<file path="config.mk">
export PLATFORM = sky130hd
export DESIGN_NAME = stack_with_remove_by_value_unit
export DESIGN_NICKNAME = d
export VERILOG_FILES = /design/src/rtl/core/stkrm_pkg.sv /design/src/rtl/core/stkrm_cell.sv /design/src/rtl/core/stack_with_remove_by_value_unit.sv
export SDC_FILE = /design/constraint.sdc
export NUM_CORES = 1
export LEC_CHECK = 0
export ABC_AREA = 1
export BUFFER_PORTS_ARGS = -buffer_cell sky130_fd_sc_hd__buf_2
export CORE_ASPECT_RATIO = 0.75
export CORE_MARGIN = 2
export CORE_UTILIZATION = 45
export CTS_BUF_LIST = sky130_fd_sc_hd__clkbuf_4 sky130_fd_sc_hd__clkbuf_8
export DETAILED_ROUTE_END_ITERATION = 8
export HOLD_SLACK_MARGIN = 0.08
export PLACE_DENSITY = 0.64
export SKIP_LAST_GASP = 1
export SLEW_MARGIN = 20
export SYNTH_ARGS = -nofsm -noshare
export SYNTH_HDL_FRONTEND = slang
export SYNTH_SLANG_ARGS = --single-unit
export TNS_END_PERCENT = 1
</file>
<file path="constraint.sdc">
create_clock -name aclk -period 3.1 [get_ports aclk]
set_input_delay 0.31 -clock aclk [delete_from_list [all_inputs] [get_ports aclk]]
set_output_delay 0.31 -clock aclk [all_outputs]
set_load 0.02 [all_outputs]
</file>
<file path="src/rtl/core/stkrm_pkg.sv">
`timescale 1ns / 1ps
// ----------------------------------------------------------------------------
// stkrm_pkg
// Shared types and constants for the byte stack with remove-by-value.
// ----------------------------------------------------------------------------
package stkrm_pkg;

    localparam int unsigned DEPTH_DEFAULT = 32;
    localparam int unsigned VALUE_W       = 8;
    localparam int unsigned COUNT_W       = 6;
    localparam int unsigned S_TDATA_W     = 16;
    localparam int unsigned M_TDATA_W     = 24;

    typedef enum logic [1:0] {
        CMD_PUSH   = 2'd0,
        CMD_POP    = 2'd1,
        CMD_PEEK   = 2'd2,
        CMD_REMOVE = 2'd3
    } cmd_t;

    typedef enum logic [1:0] {
        ST_OK    = 2'd0,
        ST_FULL  = 2'd1,
        ST_EMPTY = 2'd2
    } status_t;

    // operation broadcast along the row of cells
    typedef struct packed {
        logic push;
        logic pop;
        logic remove;
    } cell_ctrl_t;

endpackage

</file>
<file path="src/rtl/core/stkrm_cell.sv">
`timescale 1ns / 1ps
// ----------------------------------------------------------------------------
// stkrm_cell
// One stack position: a byte and an occupied flag. Takes the word from the
// cell above on push, from the cell below on pop or on a remove at or above.
// ----------------------------------------------------------------------------
module stkrm_cell (
    input  logic                              aclk,
    input  logic                              aresetn,
    input  stkrm_pkg::cell_ctrl_t             ctrl,
    input  logic [stkrm_pkg::VALUE_W-1:0]     key,
    input  logic [stkrm_pkg::VALUE_W-1:0]     above_data,
    input  logic                              above_valid,
    input  logic [stkrm_pkg::VALUE_W-1:0]     below_data,
    input  logic                              below_valid,
    input  logic                              hit_in,
    output logic                              hit_out,
    output logic [stkrm_pkg::VALUE_W-1:0]     data_out,
    output logic                              valid_out
);

    logic [stkrm_pkg::VALUE_W-1:0] data_reg;
    logic [stkrm_pkg::VALUE_W-1:0] data_next;
    logic                          valid_reg;
    logic                          valid_next;
    logic                          hit_here;

    // first match seen from the top onwards
    assign hit_here = hit_in | (valid_reg & (data_reg == key));
    assign hit_out  = hit_here;

    always_comb begin
        data_next  = data_reg;
        valid_next = valid_reg;
        if (ctrl.push) begin
            data_next  = above_data;
            valid_next = above_valid;
        end else if (ctrl.pop || (ctrl.remove && hit_here)) begin
            data_next  = below_data;
            valid_next = below_valid;
        end
    end

    always_ff @(posedge aclk) begin
        if (!aresetn) begin
            valid_reg <= 1'b0;
        end else begin
            valid_reg <= valid_next;
        end
    end

    always_ff @(posedge aclk) begin
        data_reg <= data_next;
    end

    assign data_out  = data_reg;
    assign valid_out = valid_reg;

endmodule

</file>
<file path="src/rtl/core/stack_with_remove_by_value_unit.sv">
`timescale 1ns / 1ps
// ----------------------------------------------------------------------------
// stack_with_remove_by_value_unit
// Byte stack built as a row of shifting cells, top of stack in cell 0.
// Result: registered when the command word is taken, offered the cycle after.
// Throughput: one command per cycle, remove included, unless output stalls;
//   all cells compare and shift together, so the match chain sets the path.
// Reset: synchronous, active low; empties the stack and drops any result.
// ----------------------------------------------------------------------------
module stack_with_remove_by_value_unit #(
    parameter int unsigned DEPTH = stkrm_pkg::DEPTH_DEFAULT
) (
    input  logic                              aclk,
    input  logic                              aresetn,
    input  logic                              s_tvalid,
    output logic                              s_tready,
    // [1:0] cmd, [9:2] value
    input  logic [stkrm_pkg::S_TDATA_W-1:0]   s_tdata,
    output logic                              m_tvalid,
    input  logic                              m_tready,
    // [7:0] data, [9:8] status, [10] removed, [16:11] count
    output logic [stkrm_pkg::M_TDATA_W-1:0]   m_tdata
);

    localparam int unsigned FILL_W = $clog2(DEPTH + 1);
    localparam int unsigned VW     = stkrm_pkg::VALUE_W;
    localparam int unsigned CW     = stkrm_pkg::COUNT_W;

    stkrm_pkg::cmd_t        cmd;
    logic [VW-1:0]          value;
    logic                   accept;
    logic                   empty;
    logic                   full;
    logic                   any_hit;
    stkrm_pkg::cell_ctrl_t  ctrl;

    logic [VW-1:0]          cell_data  [DEPTH];
    logic                   cell_valid [DEPTH];
    logic                   cell_hit   [DEPTH];

    logic [FILL_W-1:0]      fill_reg;
    logic [FILL_W-1:0]      fill_next;
    logic                   out_valid_reg;
    logic [VW-1:0]          out_data_reg;
    logic [VW-1:0]          out_data_next;
    stkrm_pkg::status_t     out_status_reg;
    stkrm_pkg::status_t     out_status_next;
    logic                   out_removed_reg;
    logic                   out_removed_next;
    logic [FILL_W+CW-1:0]   count_wide;

    assign cmd    = stkrm_pkg::cmd_t'(s_tdata[1:0]);
    assign value  = s_tdata[VW+1:2];
    assign accept = s_tvalid && s_tready;
    assign empty  = !cell_valid[0];
    assign full   = cell_valid[DEPTH-1];
    assign any_hit = cell_hit[DEPTH-1];

    // result slot frees as it is taken, so a new word may enter alongside
    assign s_tready = !out_valid_reg || m_tready;

    always_comb begin
        ctrl             = '0;
        out_data_next    = '0;
        out_status_next  = stkrm_pkg::ST_OK;
        out_removed_next = 1'b0;
        fill_next        = fill_reg;
        unique case (cmd)
            stkrm_pkg::CMD_PUSH: begin
                if (full) begin
                    out_status_next = stkrm_pkg::ST_FULL;
                end else begin
                    ctrl.push = accept;
                    fill_next = fill_reg + 1'b1;
                end
            end
            stkrm_pkg::CMD_POP: begin
                if (empty) begin
                    out_status_next = stkrm_pkg::ST_EMPTY;
                end else begin
                    ctrl.pop      = accept;
                    out_data_next = cell_data[0];
                    fill_next     = fill_reg - 1'b1;
                end
            end
            stkrm_pkg::CMD_PEEK: begin
                if (empty) begin
                    out_status_next = stkrm_pkg::ST_EMPTY;
                end else begin
                    out_data_next = cell_data[0];
                end
            end
            stkrm_pkg::CMD_REMOVE: begin
                ctrl.remove = accept;
                if (any_hit) begin
                    out_removed_next = 1'b1;
                    fill_next        = fill_reg - 1'b1;
                end
            end
            default: begin
                out_status_next = stkrm_pkg::ST_OK;
            end
        endcase
    end

    for (genvar i = 0; i < DEPTH; i++) begin : g_cell
        logic [VW-1:0] above_data;
        logic          above_valid;
        logic [VW-1:0] below_data;
        logic          below_valid;
        logic          hit_in;

        if (i == 0) begin : g_top
            assign above_data  = value;
            assign above_valid = 1'b1;
            assign hit_in      = 1'b0;
        end else begin : g_mid
            assign above_data  = cell_data[i-1];
            assign above_valid = cell_valid[i-1];
            assign hit_in      = cell_hit[i-1];
        end

        if (i == DEPTH - 1) begin : g_bottom
            assign below_data  = '0;
            assign below_valid = 1'b0;
        end else begin : g_inner
            assign below_data  = cell_data[i+1];
            assign below_valid = cell_valid[i+1];
        end

        stkrm_cell u_cell (
            .aclk        (aclk),
            .aresetn     (aresetn),
            .ctrl        (ctrl),
            .key         (value),
            .above_data  (above_data),
            .above_valid (above_valid),
            .below_data  (below_data),
            .below_valid (below_valid),
            .hit_in      (hit_in),
            .hit_out     (cell_hit[i]),
            .data_out    (cell_data[i]),
            .valid_out   (cell_valid[i])
        );
    end

    always_ff @(posedge aclk) begin
        if (!aresetn) begin
            fill_reg      <= '0;
            out_valid_reg <= 1'b0;
        end else begin
            if (accept) begin
                fill_reg <= fill_next;
            end
            if (accept) begin
                out_valid_reg <= 1'b1;
            end else if (m_tready) begin
                out_valid_reg <= 1'b0;
            end
        end
    end

    always_ff @(posedge aclk) begin
        if (accept) begin
            out_data_reg    <= out_data_next;
            out_status_reg  <= out_status_next;
            out_removed_reg <= out_removed_next;
        end
    end

    // count reports the low bits of the fill level
    assign count_wide = {{CW{1'b0}}, fill_reg};

    assign m_tvalid = out_valid_reg;
    assign m_tdata  = {{(stkrm_pkg::M_TDATA_W - VW - 2 - 1 - CW){1'b0}},
                       count_wide[CW-1:0], out_removed_reg, out_status_reg,
                       out_data_reg};

endmodule

</file>
==> impl_metrics.tcl <==
set metrics [dict create \
    status "finished, violations left" \
    violations "setup timing" \
    yosysMostFrequentCell "nand2_1" \
    cp-start-kind "flop" \
    chipHeight_microns 171.9 \
    viasPerCell 5.522 \
    p_leak_uw 0.008444 \
    yosysSeqAreaShare_pct 52.00 \
    cts_tree "yes" \
    critical-path-max-stage-delay_ns 0.48 \
    synth_area_sq_um 16920 \
    setup.worst_path.class "reg2reg" \
    synth_common_cells "nand2_1, edfxtp_1, o21ai_0" \
    setup_ws_ns -0.6049 \
    ir_worst_vdd_uv 330.5 \
    ant_nets 0 \
    cts_root_buffer "clkbuf_8" \
    crit_fanout 8 \
    maxCapViolations 0 \
    die_area_sq_um 39180 \
    drt_iter0_drc 1656 \
    ys_ff_latch 306 \
    wl_per_cell_microns 18.90 \
    antenna_found_initial 0 \
    setup_viol 72 \
    ios 46 \
    synth-edff-count 267 \
    synth_ff_type "edfxtp_1" \
    p_total_uw 9588 \
    rows 61 \
    cp_slowest_cell "edfxtp_1" \
    fin_crit_ns 3.705 \
    syn_inst 2003 \
    pwr_density_cell_nw_per_um2 471.5 \
    clkSinkCount 306 \
    maxSlewViolCount 0 \
    tightest_slew_ns 0.9054 \
    grt_max_degree 175 \
    initial_utilization_pct 45.61 \
    grt_pass1_wl_microns 80060 \
    hold_viol_final 0 \
    min_period_over_period_pct 119.5 \
    worstHoldPathCells 3 \
    slew_headroom_pct 38.08 \
    crit_chain "inv_1 -> a21oi_1 -> nand2_1 -> nor2_1 -> nand3_1 -> nand4_1 -> nor2_2 -> nand4_1 -> nor2_2 -> nand4_1 -> nor2_1 -> nand4_1 -> nor2_2 -> nand4_1 -> nor2_1 -> nand4_1 -> nor2_1 -> nand4_1 -> nor2_2 -> nand4_1 -> nand2_1 -> nand2_2 -> buf_12" \
    place.gp.congestion 0.9084 \
    crit_path_frequent_cell "nand4_1" \
    wl_microns 51990 \
    ys_types 49 \
    cts_made_buffers 50 \
    largest_reg_flops 256 \
    fin_util_pct 54.82 \
    r2r_cells 23 \
    required_ns 3.46 \
    crit_arrival_ns 4.06 \
    yosysWarnings 0 \
    pre_cts_ws_ns -0.7202 \
    cp-end-kind "flop" \
    syn_area_per_cell_sq_um 8.447 \
    n_antenna_cell 0 \
    area_growth_pct 20.18 \
    coreArea_sq_um 37090 \
    clkSlewWorstSetupHoldPaths_ns 0.06 \
    grt_overflow 0 \
    track_usage_pct 26.09 \
    fin_skew_ns 0.02271 \
    route.vias.total 15192 \
    instances_no_fill 2751 \
    synthTopCellsByArea "edfxtp_1, nand2_1, o21ai_0" \
    grt_pass1_vias 14072 \
    hpwl_microns 36930 \
    dr.pass1.iters 6 \
    fin_nets 2237 \
    insertion_delay_ns 0.61 \
    drive_gt1_share_pct 18.25 \
    synth_top_area_share_pct 47.39 \
    htree_num_levels 2 \
    hp-class "in2reg" \
    ys_async_sr_fraction_pct 0 \
    rsz0062_at_grt "yes" \
    fmax_ghz 0.2699 \
    port_buffers 32 \
    placedCellCount 2651 \
    die_x_microns 227.9 \
    ff2ff_setup_slack_ns -0.60 \
    drc 0 \
    yosysTopAreaCell "edfxtp_1" \
    clockBufferDepth 3 \
]
-- cell usage in the layout (no fill, tap or decap), types with 7 or more instances in the layout --
cell / n
nor2_1: 72
xnor2_1: 13
nor4_1: 24
buf_4: 218
o2111ai_1: 9
inv_2: 12
o22ai_1: 64
buf_2: 32
clkinv_1: 12
a21oi_1: 42
clkbuf_8: 59
ha_1: 8
nand4_1: 24
nand2_1: 616
a31oi_1: 29
nor2_2: 13
nand3_1: 15
xor2_1: 67
buf_12: 21
nor3_1: 12
clkbuf_4: 20
o21ai_0: 264
conb_1: 7
inv_1: 203
dfxtp_1: 39
edfxtp_1: 267
-- path summary, 6_finish.rpt --
| kind | from | to |
|---|---|---|
| min | s_tdata[1] | out_status_reg[1] |
| max | g_cell[0].u_cell.data_out[7] | g_cell[31].u_cell.data_out[4] |
| max reg2reg | g_cell[0].u_cell.data_out[7] | g_cell[31].u_cell.data_out[4] |
| min reg2reg | g_cell[27].u_cell.valid_out | g_cell[26].u_cell.valid_out |
-- final cells by class --
type / count / area (sq um)
Fill cell: 3499 / 16760
Timing Repair Buffer: 273 / 2238
Clock buffer: 79 / 962.2
Inverter: 221 / 837.1
Tap cell: 504 / 630.6
Multi-Input combinational cell: 1356 / 6793
Sequential cell: 306 / 8798
Clock inverter: 12 / 73.82
-- per-stage QoR --
step | cell area, sq um | hold slack (ns) | setup TNS, ns
2_1_floorplan | 16950 | 0.4706 | -1.962
3_3_place_gp | 19190 | 0.5053 | -28.22
3_5_place_dp | 19190 | 0.5049 | -33.88
4_1_cts | 20270 | 0.1232 | -23.53
5_1_grt | 20330 | 0.1418 | -52.40
6_report | 20330 | 0.1570 | -25.27
-- repair_timing --
| action | 4_1_cts | 5_1_grt |
|---|---|---|
| pin swaps | 1 | 19 |
| gates resized for setup | 5 | 15 |
| buffers inserted | 2 | 7 |
| endpoints found under the setup margin | 72 | 109 |
| hold buffers | 1 | 0 |
| endpoints found under the hold margin | 1 | 0 |
-- power by group --
part	total [uW]	switching (uW)	leakage [uW]	internal, uW
Clock	3740	1700	0.000552	2040
Combinational	1090	698	0.00511	395
Sequential	4760	115	0.00278	4640
Total	9590	2510	0.00844	7080
-- metal layers --
| metal | GRT usage (%) | wire length, microns | part of all wire, % |
|---|---|---|---|
| met1 | 41.22 | 25190 | 48 |
| met3 | 6.266 | 5552 | 11 |
| met4 | 5.570 | 867 | 1.7 |
| met5 | 1.000 | 40 | 0.077 |
| met2 | 35.43 | 20340 | 39 |
-- logic make-up (layout without fill, tap and decap cells) --
group	count (synthesis)	in the layout	synth area share, %
AOI/OAI and AO/OA	452	452	14.98
xor gates and xnor gates	80	80	4.141
adders and majority gates	9	9	0.7100
buffers and inverters	347	585	8.312
DFF	306	306	52.00
other	1	7	0.02216
and+or+nand+nor	808	808	19.83
-- worst max-delay path: cells and delay by family (launching register included) --
kind | cells | cell delay [ns]
DFF | 1 | 0.48
and+or+nand+nor | 20 | 2.61
buffers and inverters | 2 | 0.29
AOI/OAI and AO/OA | 1 | 0.10
(Power assumes the default switching activity.)
